### config.mk
export PLATFORM = sky130hd
export DESIGN_NAME = cigar_string_parser
export DESIGN_NICKNAME = d
export VERILOG_FILES = /design/src/design/csp_pkg.sv /design/src/design/cigar_string_parser.sv
export SDC_FILE = /design/constraint.sdc
export NUM_CORES = 1
export LEC_CHECK = 0
export BUFFER_PORTS_ARGS = -buffer_cell sky130_fd_sc_hd__clkbuf_2
export CAP_MARGIN = 15
export CORE_ASPECT_RATIO = 1.1
export CORE_MARGIN = 1.5
export CORE_UTILIZATION = 30
export CTS_BUF_LIST = sky130_fd_sc_hd__clkbuf_2 sky130_fd_sc_hd__clkbuf_4 sky130_fd_sc_hd__clkbuf_8
export DETAILED_ROUTE_END_ITERATION = 12
export PLACE_DENSITY_LB_ADDON = 0.15
export SLEW_MARGIN = 20
export SYNTH_ARGS = -nofsm -noshare
export SYNTH_HDL_FRONTEND = slang
export SYNTH_SLANG_ARGS = --single-unit
### constraint.sdc
create_clock -name aclk -period 10.6 [get_ports aclk]
set_input_delay 0.53 -clock aclk [delete_from_list [all_inputs] [get_ports aclk]]
set_output_delay 0.53 -clock aclk [all_outputs]
set_load 0.005 [all_outputs]
### src/design/csp_pkg.sv
// ----------------------------------------------------------------------------
// csp_pkg - CIGAR string parser definitions
// Operation codes, error codes, the byte-to-operation lookup and the reference/query use of each operation.
// ----------------------------------------------------------------------------
package csp_pkg;

    typedef logic [3:0] op_code_t;
    typedef logic [1:0] err_code_t;

    localparam op_code_t OP_M     = 4'd0;
    localparam op_code_t OP_I     = 4'd1;
    localparam op_code_t OP_D     = 4'd2;
    localparam op_code_t OP_N     = 4'd3;
    localparam op_code_t OP_S     = 4'd4;
    localparam op_code_t OP_H     = 4'd5;
    localparam op_code_t OP_P     = 4'd6;
    localparam op_code_t OP_EQ    = 4'd7;
    localparam op_code_t OP_X     = 4'd8;
    localparam op_code_t OP_NONE  = 4'd15;

    localparam err_code_t ERR_OK       = 2'd0;
    localparam err_code_t ERR_UNKNOWN  = 2'd1;
    localparam err_code_t ERR_MISSING  = 2'd2;
    localparam err_code_t ERR_OVERFLOW = 2'd3;

    localparam logic [7:0] CHAR_ZERO = 8'h30;
    localparam logic [7:0] CHAR_NINE = 8'h39;

    function automatic op_code_t letter_code(input logic [7:0] c);
        op_code_t code;
        case (c)
            8'h4D:   code = OP_M;   // 'M'
            8'h49:   code = OP_I;   // 'I'
            8'h44:   code = OP_D;   // 'D'
            8'h4E:   code = OP_N;   // 'N'
            8'h53:   code = OP_S;   // 'S'
            8'h48:   code = OP_H;   // 'H'
            8'h50:   code = OP_P;   // 'P'
            8'h3D:   code = OP_EQ;  // '='
            8'h58:   code = OP_X;   // 'X'
            default: code = OP_NONE;
        endcase
        return code;
    endfunction

    function automatic logic consumes_ref(input op_code_t code);
        return (code == OP_M) || (code == OP_D) || (code == OP_N) ||
               (code == OP_EQ) || (code == OP_X);
    endfunction

    function automatic logic consumes_query(input op_code_t code);
        return (code == OP_M) || (code == OP_I) || (code == OP_S) ||
               (code == OP_EQ) || (code == OP_X);
    endfunction

endpackage

### src/design/cigar_string_parser.sv
// ----------------------------------------------------------------------------
// cigar_string_parser - CIGAR text parser
// Gathers decimal run lengths byte by byte and emits one operation per letter
// (an unknown non-digit byte emits an error item) with running reference, query and common totals.
// ----------------------------------------------------------------------------
// Path: input register, then result register. Throughput: one byte per cycle
// unless a non-digit byte waits on a full, unaccepted result; the digit
// multiply-add and the saturating total adds sit in one stage between the two
// registers. Reset (aresetn low, synchronous): both stages empty, pending length,
// flags and totals cleared. The end-of-text byte clears all but the stages after use.
// ----------------------------------------------------------------------------
module cigar_string_parser #(
    parameter int LENGTH_BITS = 32,
    parameter int TOTAL_BITS  = 48
) (
    input  logic        aclk,
    input  logic        aresetn,

    input  logic        s_valid,
    output logic        s_ready,
    input  logic [7:0]  s_char_in,
    input  logic        s_end_of_text,

    output logic        m_valid,
    input  logic        m_ready,
    output logic [3:0]  m_op_code,
    output logic [31:0] m_op_length,
    output logic [47:0] m_ref_total,
    output logic [47:0] m_query_total,
    output logic [47:0] m_common_total,
    output logic [1:0]  m_error_code,
    output logic        m_last_op
);

    localparam int LB = LENGTH_BITS;
    localparam int TB = TOTAL_BITS;
    localparam int LW = LB + 4;
    localparam int SW = ((LB > TB) ? LB : TB) + 1;

    // input stage
    logic       in_valid_reg;
    logic [7:0] in_char_reg;
    logic       in_last_reg;

    // parser state
    logic [LB-1:0] pending_reg, pending_next;
    logic          have_digits_reg, have_digits_next;
    logic          overflow_reg, overflow_next;
    logic [TB-1:0] ref_sum_reg, ref_sum_next;
    logic [TB-1:0] query_sum_reg, query_sum_next;
    logic [TB-1:0] both_sum_reg, both_sum_next;

    // result stage
    logic               out_valid_reg;
    csp_pkg::op_code_t  op_code_reg, op_code_next;
    logic [31:0]        op_length_reg, op_length_next;
    logic [47:0]        ref_total_reg, ref_total_next;
    logic [47:0]        query_total_reg, query_total_next;
    logic [47:0]        common_total_reg, common_total_next;
    csp_pkg::err_code_t error_reg, error_next;
    logic               last_reg;

    logic              is_digit;
    logic              advance;
    logic              load_out;
    csp_pkg::op_code_t code;
    logic [LW-1:0]     prod;
    logic [LB-1:0]     len;
    logic [63:0]       len64;
    logic [63:0]       ref64, query64, both64;

    function automatic logic [TB-1:0] sat_add(input logic [TB-1:0] a,
                                              input logic [LB-1:0] b);
        logic [SW-1:0] s;
        s = SW'(a) + SW'(b);
        if (s > SW'({TB{1'b1}}))
            return {TB{1'b1}};
        return s[TB-1:0];
    endfunction

    always_comb begin
        is_digit = in_char_reg inside {[csp_pkg::CHAR_ZERO:csp_pkg::CHAR_NINE]};
        code     = csp_pkg::letter_code(in_char_reg);
        advance  = in_valid_reg && (is_digit || !out_valid_reg || m_ready);
        load_out = advance && !is_digit;
        s_ready  = !in_valid_reg || advance;

        // pending * 10 + digit, wide enough to see overflow
        prod = (LW'(pending_reg) << 3) + (LW'(pending_reg) << 1)
             + LW'(in_char_reg - csp_pkg::CHAR_ZERO);

        pending_next     = pending_reg;
        have_digits_next = have_digits_reg;
        overflow_next    = overflow_reg;
        ref_sum_next     = ref_sum_reg;
        query_sum_next   = query_sum_reg;
        both_sum_next    = both_sum_reg;
        len              = '0;
        op_code_next     = code;
        error_next       = csp_pkg::ERR_OK;

        if (is_digit) begin
            if (prod[LW-1:LB] != '0) begin
                pending_next  = {LB{1'b1}};
                overflow_next = 1'b1;
            end else begin
                pending_next = prod[LB-1:0];
            end
            have_digits_next = 1'b1;
        end else begin
            if (code == csp_pkg::OP_NONE) begin
                op_code_next = csp_pkg::OP_M;
                error_next   = csp_pkg::ERR_UNKNOWN;
            end else if (!have_digits_reg) begin
                error_next = csp_pkg::ERR_MISSING;
            end else begin
                len        = pending_reg;
                error_next = overflow_reg ? csp_pkg::ERR_OVERFLOW : csp_pkg::ERR_OK;
                if (csp_pkg::consumes_ref(code))
                    ref_sum_next = sat_add(ref_sum_reg, pending_reg);
                if (csp_pkg::consumes_query(code))
                    query_sum_next = sat_add(query_sum_reg, pending_reg);
                if (csp_pkg::consumes_ref(code) && csp_pkg::consumes_query(code))
                    both_sum_next = sat_add(both_sum_reg, pending_reg);
            end
            pending_next     = '0;
            have_digits_next = 1'b0;
            overflow_next    = 1'b0;
        end

        len64             = 64'(len);
        ref64             = 64'(ref_sum_next);
        query64           = 64'(query_sum_next);
        both64            = 64'(both_sum_next);
        op_length_next    = len64[31:0];
        ref_total_next    = ref64[47:0];
        query_total_next  = query64[47:0];
        common_total_next = both64[47:0];
    end

    always_ff @(posedge aclk) begin
        if (!aresetn) begin
            in_valid_reg    <= 1'b0;
            out_valid_reg   <= 1'b0;
            pending_reg     <= '0;
            have_digits_reg <= 1'b0;
            overflow_reg    <= 1'b0;
            ref_sum_reg     <= '0;
            query_sum_reg   <= '0;
            both_sum_reg    <= '0;
        end else begin
            if (s_valid && s_ready)
                in_valid_reg <= 1'b1;
            else if (advance)
                in_valid_reg <= 1'b0;

            if (load_out)
                out_valid_reg <= 1'b1;
            else if (m_ready)
                out_valid_reg <= 1'b0;

            if (advance) begin
                if (in_last_reg) begin
                    pending_reg     <= '0;
                    have_digits_reg <= 1'b0;
                    overflow_reg    <= 1'b0;
                    ref_sum_reg     <= '0;
                    query_sum_reg   <= '0;
                    both_sum_reg    <= '0;
                end else begin
                    pending_reg     <= pending_next;
                    have_digits_reg <= have_digits_next;
                    overflow_reg    <= overflow_next;
                    ref_sum_reg     <= ref_sum_next;
                    query_sum_reg   <= query_sum_next;
                    both_sum_reg    <= both_sum_next;
                end
            end
        end
    end

    // payload registers
    always_ff @(posedge aclk) begin
        if (s_valid && s_ready) begin
            in_char_reg <= s_char_in;
            in_last_reg <= s_end_of_text;
        end
        if (load_out) begin
            op_code_reg      <= op_code_next;
            op_length_reg    <= op_length_next;
            ref_total_reg    <= ref_total_next;
            query_total_reg  <= query_total_next;
            common_total_reg <= common_total_next;
            error_reg        <= error_next;
            last_reg         <= in_last_reg;
        end
    end

    assign m_valid        = out_valid_reg;
    assign m_op_code      = op_code_reg;
    assign m_op_length    = op_length_reg;
    assign m_ref_total    = ref_total_reg;
    assign m_query_total  = query_total_reg;
    assign m_common_total = common_total_reg;
    assign m_error_code   = error_reg;
    assign m_last_op      = last_reg;

    // an unknown byte always reports the M slot with no length
    a_unknown_fields: assert property (@(posedge aclk) disable iff (!aresetn)
        (m_valid && m_error_code == csp_pkg::ERR_UNKNOWN) |->
            (m_op_code == csp_pkg::OP_M && m_op_length == 32'd0))
        else $error("unknown-character item carries op or length");

    // a pending result is never dropped while stalled
    a_out_hold: assert property (@(posedge aclk) disable iff (!aresetn)
        (m_valid && !m_ready) |=> (m_valid && $stable(m_op_length) && $stable(m_ref_total)))
        else $error("stalled result lost or changed");

    // a non-digit byte leaves the input stage only if the result stage can take it
    a_no_overrun: assert property (@(posedge aclk) disable iff (!aresetn)
        (load_out && out_valid_reg) |-> m_ready)
        else $error("result register overwritten while full");

endmodule
==> metrics, run 1 <==
r2r setup slk 5530 ps; drt pass-1 iters 5; CP Cell Sequence or2_2 > nor2_2 > buf_4 > fa_1 > ha_1 > a21oi_1 > o21ai_0 > nor3_1 > o211ai_1 > nand2_1 > mux2_2 > o32ai_1 > o31a_2 > a221o_1; placed insts 3,565; num rows 106; worst slew pin tran 1080 ps; share of cells above drive strength 1 0.154; Netlist cell types 96; most frequent cells after synthesis nor2_1, a21oi_1, edfxtp_1, nand2_1, dfxtp_1; Finished Core Util 0.350; TritonCTS buffer count 72; Yosys reg bits 372; Worst setup EP type flip-flop; Synth Area per Inst 9.45 um^2; Initial DRC Count 1,459; Max clock buf depth 3; Starting Density 0.304; Reg-to-Reg End pending_reg[27]; Nets 2,801; Residual DRC 0; largest net degree at the start of global routing 76; FILL cells 7,900; number of max-cap violations 0; final hold viol count 0; Crit path largest cell delay 700 ps; total global routing overflow 0; dpl hpwl 56,100 um; syn nets 2,636; FFs w/ async S/R, synth 0; clock latency on the worst-skew pair 670 ps; Setup Skew 29.8 ps; clk slew on worst S/H paths 60 ps; fin. max-slew vios 0; first-pass GRT wire length 120,000 um; area of the multi-input gates 13,000 um^2; reg2reg path depth 14; clock sinks 372; slowest CP cell o31a_2; CTS resizes 0; post-synth top area share 0.249; Most used DFF post-synth edfxtp_1; pwr dens 124 nW/um^2; H-tree levels 3; status finished, final reports clean; Final Critical Period 5070 ps; Die Wd 268 um; RR Startpoint in_char_reg[6]; WS Path Type reg -> reg; final setup TNS 0 ps; unrepaired setup endpoints after global routing no; Max transition margin 0.277; dominant cells by area after synthesis edfxtp_1, dfxtp_1, ha_1, a21oi_1, nor2_1; Post-CTS Setup Bufs 0; Cells after Synth 2,453; Routed WL per cell 21.7 um; worst-case vdd ir drop 61.2 uV; Worst setup SP type flip-flop; Final Setup Violations 0; most common cell in the netlist nor2_1; worst hold stages 1; Reg area 9370 um^2; WL final 80,500 um; area growth from synthesis to layout 15.0%; Via density 5.42; initial antenna violation count 3; Pleak 10.6 nW; Worst Hold Path EP in_char_reg[2]; vias in the first global route 19,500; num ports 198; period utilisation layout 0.478; fin cells 3,705; Via Count 20,100; Critical Path RT 11,200 ps; core area 76,300 um^2; EDFF count, synth 192; DIE AREA 78,900 um^2; Syn. warnings 0; clock root buffer clkbuf_8; Hold Crit Class in -> reg; leading area contributor after synthesis edfxtp_1; CTS tree built; GP Congestion 0.890; Fmax achieved 197 MHz; final antenna-violating net count 0; number of port buffers 197; startpoint of the lowest-slack hold path s_char_in[2]; die height 295 um; gr usage total 0.200; Synth Cell Area 23,200 um^2; sequential cell area fraction in the yosys report 0.404; CP max FO 32; crit path DAT 5670 ps
[logic make-up after synthesis]
logic type               Yosys count  synth area share
AO/OA/AOI/OAI                    843             0.248
AND/OR/NAND/NOR                  744             0.158
flip-flops                       372             0.404
buffers and inverters            195            0.0368
adder cells (fa/ha/maj)          170             0.103
XOR/XNOR                         118            0.0446
multiplexers                      11           0.00502
[critical path: cells and delay by family, from the launching register on]
family | cells | cell delay (ps)
simple gates | 4 | 940
buf+inv | 1 | 430
compound gates | 6 | 1830
flops | 1 | 470
fa+ha+maj | 2 | 950
mux | 1 | 370
[per-stage QoR]
| stage | setup slack, ps | total power [mW] | instance area, um^2 | hold WS, ps |
|---|---|---|---|---|
| after floorplan | 162 | 1.70 | 23200 | 435 |
| after global placement | 5620 | 1.79 | 25100 | 458 |
| after detailed placement | 5510 | 1.79 | 25100 | 475 |
| after CTS | 5540 | 3.35 | 26600 | 3.41 |
| after global routing | 5270 | 3.43 | 26700 | 33.4 |
| final | 5530 | 3.30 | 26700 | 60.6 |
[per-layer routing]
metal  vias to the layer above  routed length (um)  global-route usage
met5                         -                  20                   0
met4                         2                2930              0.0816
met3                       139                4840              0.0361
met2                       630               35800               0.314
met1                      9670               36900               0.271
li1                       9627                   -                   -
[worst max path at each step]
stage	from	to	slack, ps	depth (start not counted)
after global placement	in_char_reg[6]	pending_reg[2]	5620	14
after detailed placement	in_char_reg[6]	pending_reg[30]	5510	14
after global routing	in_char_reg[6]	pending_reg[20]	5270	14
final	in_char_reg[6]	pending_reg[27]	5530	14
after floorplan	in_char_reg[4]	m_common_total[0]	160	8
after CTS	in_char_reg[6]	pending_reg[3]	5540	14
[what timing repair did]
item	CTS	global route
hold buffers	5	0
endpoints found under the setup margin	0	0
endpoints found under the hold margin	5	0
[report_power, final]
part,switching [mW],internal [mW]
Combinational,0.121,0.0609
Sequential,0.0244,1.55
Clock,0.676,0.864
Total,0.822,2.48
[placed cells by master (no fill, tap or decap), types with 30 or more instances in the layout]
cell type / instances
a31oi_1: 97
nor2_1: 198
a22o_1: 38
and2_1: 49
xnor2_1: 68
dfxtp_1: 180
nand3_1: 40
a21oi_1: 201
ha_1: 136
and3_1: 44
nor2b_1: 38
clkbuf_2: 197
a221o_1: 31
nor3_1: 51
inv_1: 52
xor2_1: 50
fa_1: 34
edfxtp_1: 192
nand4_1: 39
a211oi_1: 30
buf_4: 31
o21ai_0: 127
clkbuf_8: 80
nand2_1: 186
a21o_1: 66
[cell type report]
type	instances	share of cell area
flip-flops and latches	372	0.352
diodes	1	0.0000939
clock inverters	35	0.0105
well taps	1026	0.0482
multi-input cells	1886	0.488
clock buffers	99	0.0467
inverters	53	0.00746
repair buffers	233	0.0476
(Power assumes the default switching activity.)
==> run 2, diff against run 1 <==
==> constraint.sdc (replaced) <==
create_clock -name aclk -period 5.2 [get_ports aclk]
set_input_delay 0.26 -clock aclk [delete_from_list [all_inputs] [get_ports aclk]]
set_output_delay 0.26 -clock aclk [all_outputs]
set_load 0.005 [all_outputs]
==> run 2 against run 1 <==
Via count up 0.71%. Count of clock-buffer cells in the layout down 6. Power up 100%. Sequential power up 100%. Die area unchanged. Fmax up 6.1%. Clock skew up 12 ps. Critical path type unchanged. Largest power group unchanged. Highest routed layer unchanged.
==> metrics, run 2 (synthesized netlist as in run 1, its figures left out) <==
status finished, final reports clean; Nets 2,841 (+1.4%); Setup Skew 41.7 ps (+11.9 ps); first-pass GRT wire length 120,000 um (+0.45%); Via Count 20,200 (+0.71%); vias in the first global route 19,400 (-0.34%); fin. max-slew vios 0 (unchanged); Pleak 10.8 nW (+1.6%); final hold viol count 0 (unchanged); clock sinks 372 (unchanged); placed insts 3,604 (+1.1%); crit path DAT 5310 ps (-360 ps); Crit path largest cell delay 630 ps (-70 ps); number of max-cap violations 0 (unchanged); Clk network pwr share 0.454 (-0.013); share of cells above drive strength 1 0.165 (+0.0106); largest net degree at the start of global routing 70 (-7.9%); worst hold stages 3 (+2); Worst setup EP type flip-flop; unrepaired setup endpoints after global routing no; Post-CTS Setup Bufs 0 (unchanged); Die Wd 268 um (unchanged); total global routing overflow 0 (unchanged); reg2reg path depth 13 (-1); Starting Density 0.304 (unchanged); Fmax achieved 209 MHz (+6.1%); Reg-to-Reg End pending_reg[15]; crit path from in_char_reg[6]; worst path bufs/invs 1 (unchanged); Hold Crit Class in -> reg; area growth from synthesis to layout 16.3%; WS Path Type reg -> reg; Residual DRC 0 (unchanged); FILL cells 7,792 (-1.4%); WL final 80,600 um (+0.17%); Worst Hold Path EP m_valid; Internal 4.94 mW (+99%); CP Cell Sequence or2_2 > nor2_2 > buf_4 > fa_1 > ha_1 > o21a_1 > o211ai_1 > o31ai_1 > a21oi_1 > a41oi_1 > xor2_1 > o31a_4 > a221o_1; Logic pwr share 0.059 (+0.004); most common cell after layout, fill and taps aside a21oi_1; TritonCTS buffer count 68 (-5.6%); Initial DRC Count 1,457 (-0.14%); slowest CP cell o31ai_1; Max clock buf depth 3 (unchanged); CTS tree built; Critical Path RT 5730 ps (-5470 ps); final setup TNS 0 ps (unchanged); commonest non-fill, non-tap cells in the layout a21oi_1, nor2_1, clkbuf_2; period utilisation layout 0.919 (+0.441); DIE AREA 78,900 um^2 (unchanged); Max transition margin 0.258 (-0.0194); fin cells 3,740 (+0.94%); die height 295 um (unchanged); dpl hpwl 58,500 um (+4.3%); startpoint of the lowest-slack hold path m_ready; Via density 5.40 (-0.23%); num rows 106 (unchanged); clock root buffer clkbuf_8; Worst setup SP type flip-flop; Min Hold Slack 136 ps (+75.6 ps); num ports 198 (unchanged); Psw 1.64 mW (+100%); GP Congestion 0.931 (+4.7%); clock latency on the worst-skew pair 680 ps (about the same); pwr dens 244 nW/um^2 (+97%); worst slew pin tran 1110 ps (+31.0 ps); Final Critical Period 4780 ps (-290 ps); initial antenna violation count 3 (unchanged); Switching Fraction 0.249 (+0.000254); r2r setup slk 420 ps (-5110 ps); final antenna-violating net count 0 (unchanged); RR Startpoint in_char_reg[6]; drt pass-1 iters 5 (unchanged); register share of total power 0.487 (+0.009); gr usage total 0.201 (+0.000800); number of port buffers 197 (unchanged); crit-path leading delay family compound AO/OA/AOI/OAI gates; Final Setup Violations 0 (unchanged); clk slew on worst S/H paths 60 ps (about the same); H-tree levels 3 (unchanged); core area 76,300 um^2 (unchanged); CP max FO 32 (unchanged); worst-case vdd ir drop 148 uV (+140%); Routed WL per cell 21.6 um (-0.77%)
-- run 2: area by class of cell --
type	instances	area, um^2	share of cell area
clock buffer	93	1150	0.0426
antenna	2	5.00	0.000186
timing repair buffer	277	1660	0.0617
sequential	372	9370	0.348
multi-input combinational	1886	13000	0.483
inverter	53	199	0.00738
tap	1026	1280	0.0476
clock inverter	31	265	0.00984
-- run 2: worst max path at each step --
| stage | cells past startpoint | to |
|---|---|---|
| 2_1_floorplan | 8 | m_common_total[0] |
| 3_3_place_gp | 14 | pending_reg[1] |
| 3_5_place_dp | 14 | pending_reg[28] |
| 4_1_cts | 14 | pending_reg[28] |
| 5_1_grt | 14 | pending_reg[28] |
| 6_report | 13 | pending_reg[15] |
-- run 2: what timing repair did --
item                       4_1_cts  5_1_grt
hold endpoints to repair        10        0
hold buffers                    10        0
setup endpoints to repair        0       32
resized for setup                0        1
-- run 2: per-stage QoR --
step	setup WS (ps)	total power, mW	util	cell area (um^2)
2_1_floorplan	25.1	3.46	-	23200
3_3_place_gp	369	3.65	0.333	25400
3_5_place_dp	342	3.65	0.333	25400
4_1_cts	306	6.69	0.353	26900
5_1_grt	81.0	6.85	0.353	26900
6_report	422	6.58	0.353	26900
-- run 2: routing by layer --
layer	routed length, um	global-route usage
met1	37300	0.273
met2	36700	0.322
met3	4190	0.0299
met4	2450	0.0747
met5	12	0
-- run 2: worst register-to-register path: cells and delay by family (launching register included) --
kind / cells / cell delay, ps
buffers and inverters: 1 / 350
AND/OR/NAND/NOR: 2 / 530
flip-flops: 1 / 470
AO/OA/AOI/OAI: 7 / 2250
adder cells (fa/ha/maj): 2 / 930
XOR/XNOR: 1 / 120
-- run 2: power by group through the flow --
stage                     Combinational, mW  Clock (mW)  Sequential, mW
final                                 0.386        2.99            3.21
after floorplan                       0.194           0            3.26
after detailed placement              0.383           0            3.27
after global placement                0.381           0            3.27
after global routing                  0.423        3.21            3.21
after CTS                             0.392        3.09            3.21
==> run 3, diff against run 2 <==
--- a/config.mk
+++ b/config.mk
@@ -9,7 +9,7 @@
 export CAP_MARGIN = 15
 export CORE_ASPECT_RATIO = 1.1
 export CORE_MARGIN = 1.5
-export CORE_UTILIZATION = 30
+export CORE_UTILIZATION = 50
 export CTS_BUF_LIST = sky130_fd_sc_hd__clkbuf_2 sky130_fd_sc_hd__clkbuf_4 sky130_fd_sc_hd__clkbuf_8
 export DETAILED_ROUTE_END_ITERATION = 12
 export PLACE_DENSITY_LB_ADDON = 0.15
==> run 3 against run 2 <==
Worst hold slack worse by 41 ps. Flip-flop and latch count unchanged. Non-clock buffer count down 23.
==> metrics, run 3 (synthesized netlist as in run 1, its figures left out) <==
status finished, final reports clean; CP Cell Sequence or2_2 > nor2_2 > buf_4 > fa_1 > ha_1 > o21a_1 > o211ai_1 > o31ai_1 > a21oi_1 > a41oi_1 > xor2_1 > o31a_4 > a211o_1; Via density 6.20 (+15%); Max transition margin 0.298 (+0.0399); Worst setup EP type flip-flop; num rows 82 (-23%); Nets 2,811 (-1.1%); area growth from synthesis to layout 12.9%; Critical Path RT 5770 ps (+40 ps); H-tree levels 2 (-1); clk slew on worst S/H paths 60 ps (about the same); drt pass-1 iters 6 (+1); WL final 71,100 um (-12%); clock root buffer clkbuf_8; dpl hpwl 49,900 um (-15%); number of max-cap violations 0 (unchanged); core area 45,700 um^2 (-40%); worst slew pin tran 1050 ps (-59.9 ps); Initial DRC Count 1,482 (+1.7%); TritonCTS buffer count 61 (-10%); Via Count 20,300 (+0.35%); largest net degree at the start of global routing 52 (-26%); share of cells above drive strength 1 0.157 (-0.00767); Fmax achieved 210 MHz (+0.22%); Pleak 10.7 nW (-1.2%); num ports 198 (unchanged); Final Setup Violations 0 (unchanged); CTS tree built; placed insts 3,142 (-13%); unrepaired setup endpoints after global routing no; Die Wd 208 um (-22%); crit path DAT 5330 ps (+20 ps); slowest CP cell o31ai_1; most common cell after layout, fill and taps aside a21oi_1; CP max FO 32 (unchanged); total global routing overflow 0 (unchanged); Max clock buf depth 3 (unchanged); initial antenna violation count 2 (-1); Worst setup SP type flip-flop; DIE AREA 47,700 um^2 (-40%); Crit path largest cell delay 670 ps (+40 ps); final antenna-violating net count 0 (unchanged); Hold Crit Class in -> reg; first-pass GRT wire length 110,000 um (-8.7%); period utilisation layout 0.917 (-0.00202); fin. max-slew vios 0 (unchanged); Setup Skew 14.3 ps (-27.5 ps); vias in the first global route 19,200 (-1.1%); final hold viol count 0 (unchanged); number of port buffers 197 (unchanged); Finished Core Util 0.573 (+0.220); fin cells 3,269 (-13%); GP Congestion 0.942 (+1.1%); r2r setup slk 430 ps (about the same); Min Hold Slack 95.5 ps (-40.6 ps); Final Critical Period 4770 ps (-10.5 ps); die height 229 um (-22%); gr usage total 0.295 (+0.0934); Residual DRC 0 (unchanged); clock latency on the worst-skew pair 680 ps (about the same); clock sinks 372 (unchanged); Routed WL per cell 21.7 um (+0.90%); pwr dens 249 nW/um^2 (+1.8%); WS Path Type reg -> reg; worst-case vdd ir drop 168 uV (+14%); final setup TNS 0 ps (unchanged); commonest non-fill, non-tap cells in the layout a21oi_1, nor2_1, clkbuf_2; Starting Density 0.508 (+0.204)
==> run 3: per-stage QoR <==
stage	setup slack (ps)	instance area, um^2	total power [mW]
after floorplan	25.1	23200	3.46
after global placement	541	24600	3.62
after detailed placement	344	24700	3.62
after CTS	326	26200	6.57
after global routing	120	26200	6.73
final	432	26200	6.51
==> run 3: worst max-delay path, delay by kind of cell (launching register included) <==
family / cells / cell delay [ps]
XOR/XNOR: 1 / 130
adder cells (fa/ha/maj): 2 / 920
buffers and inverters: 1 / 330
AND/OR/NAND/NOR: 2 / 500
AO/OA/AOI/OAI: 7 / 2280
flip-flops: 1 / 480
==> run 3: timing repair <==
item	CTS	global route
endpoints found under the hold margin	11	0
buffers inserted	0	0
endpoints found under the setup margin	0	32
resized for setup	0	1
hold buffers	11	0
==> run 3: where the power goes <==
part | switching [mW] | internal, mW
sequential | 0.0469 | 3.16
combinational | 0.235 | 0.128
clock | 1.26 | 1.68
==> run 3: path summary, 6_finish.rpt <==
kind | from | cells past startpoint | endpoint
hold / removal | aresetn | 3 | query_sum_reg[16]
setup reg to reg | in_char_reg[6] | 13 | pending_reg[24]
setup / recovery | in_char_reg[6] | 13 | pending_reg[24]
hold reg to reg | both_sum_reg[31] | 2 | both_sum_reg[31]
==> run 3: layout make-up <==
cell class	count	area, um^2
multi-input cells	1886	13000
flip-flops and latches	372	9370
clock inverters	21	238
repair buffers	254	1450
inverters	53	199
fillers	4014	19500
well taps	588	736
clock buffers	93	1160
diodes	2	5.00
==> run 3: per-layer routing <==
| layer | up-vias | share of wire | global-route usage |
|---|---|---|---|
| met1 | 9742 | 0.44 | 0.406 |
| li1 | 9653 | - | - |
| met2 | 730 | 0.44 | 0.453 |
| met4 | 4 | 0.048 | 0.140 |
| met3 | 152 | 0.068 | 0.0463 |
| met5 | - | 0.00044 | 0 |
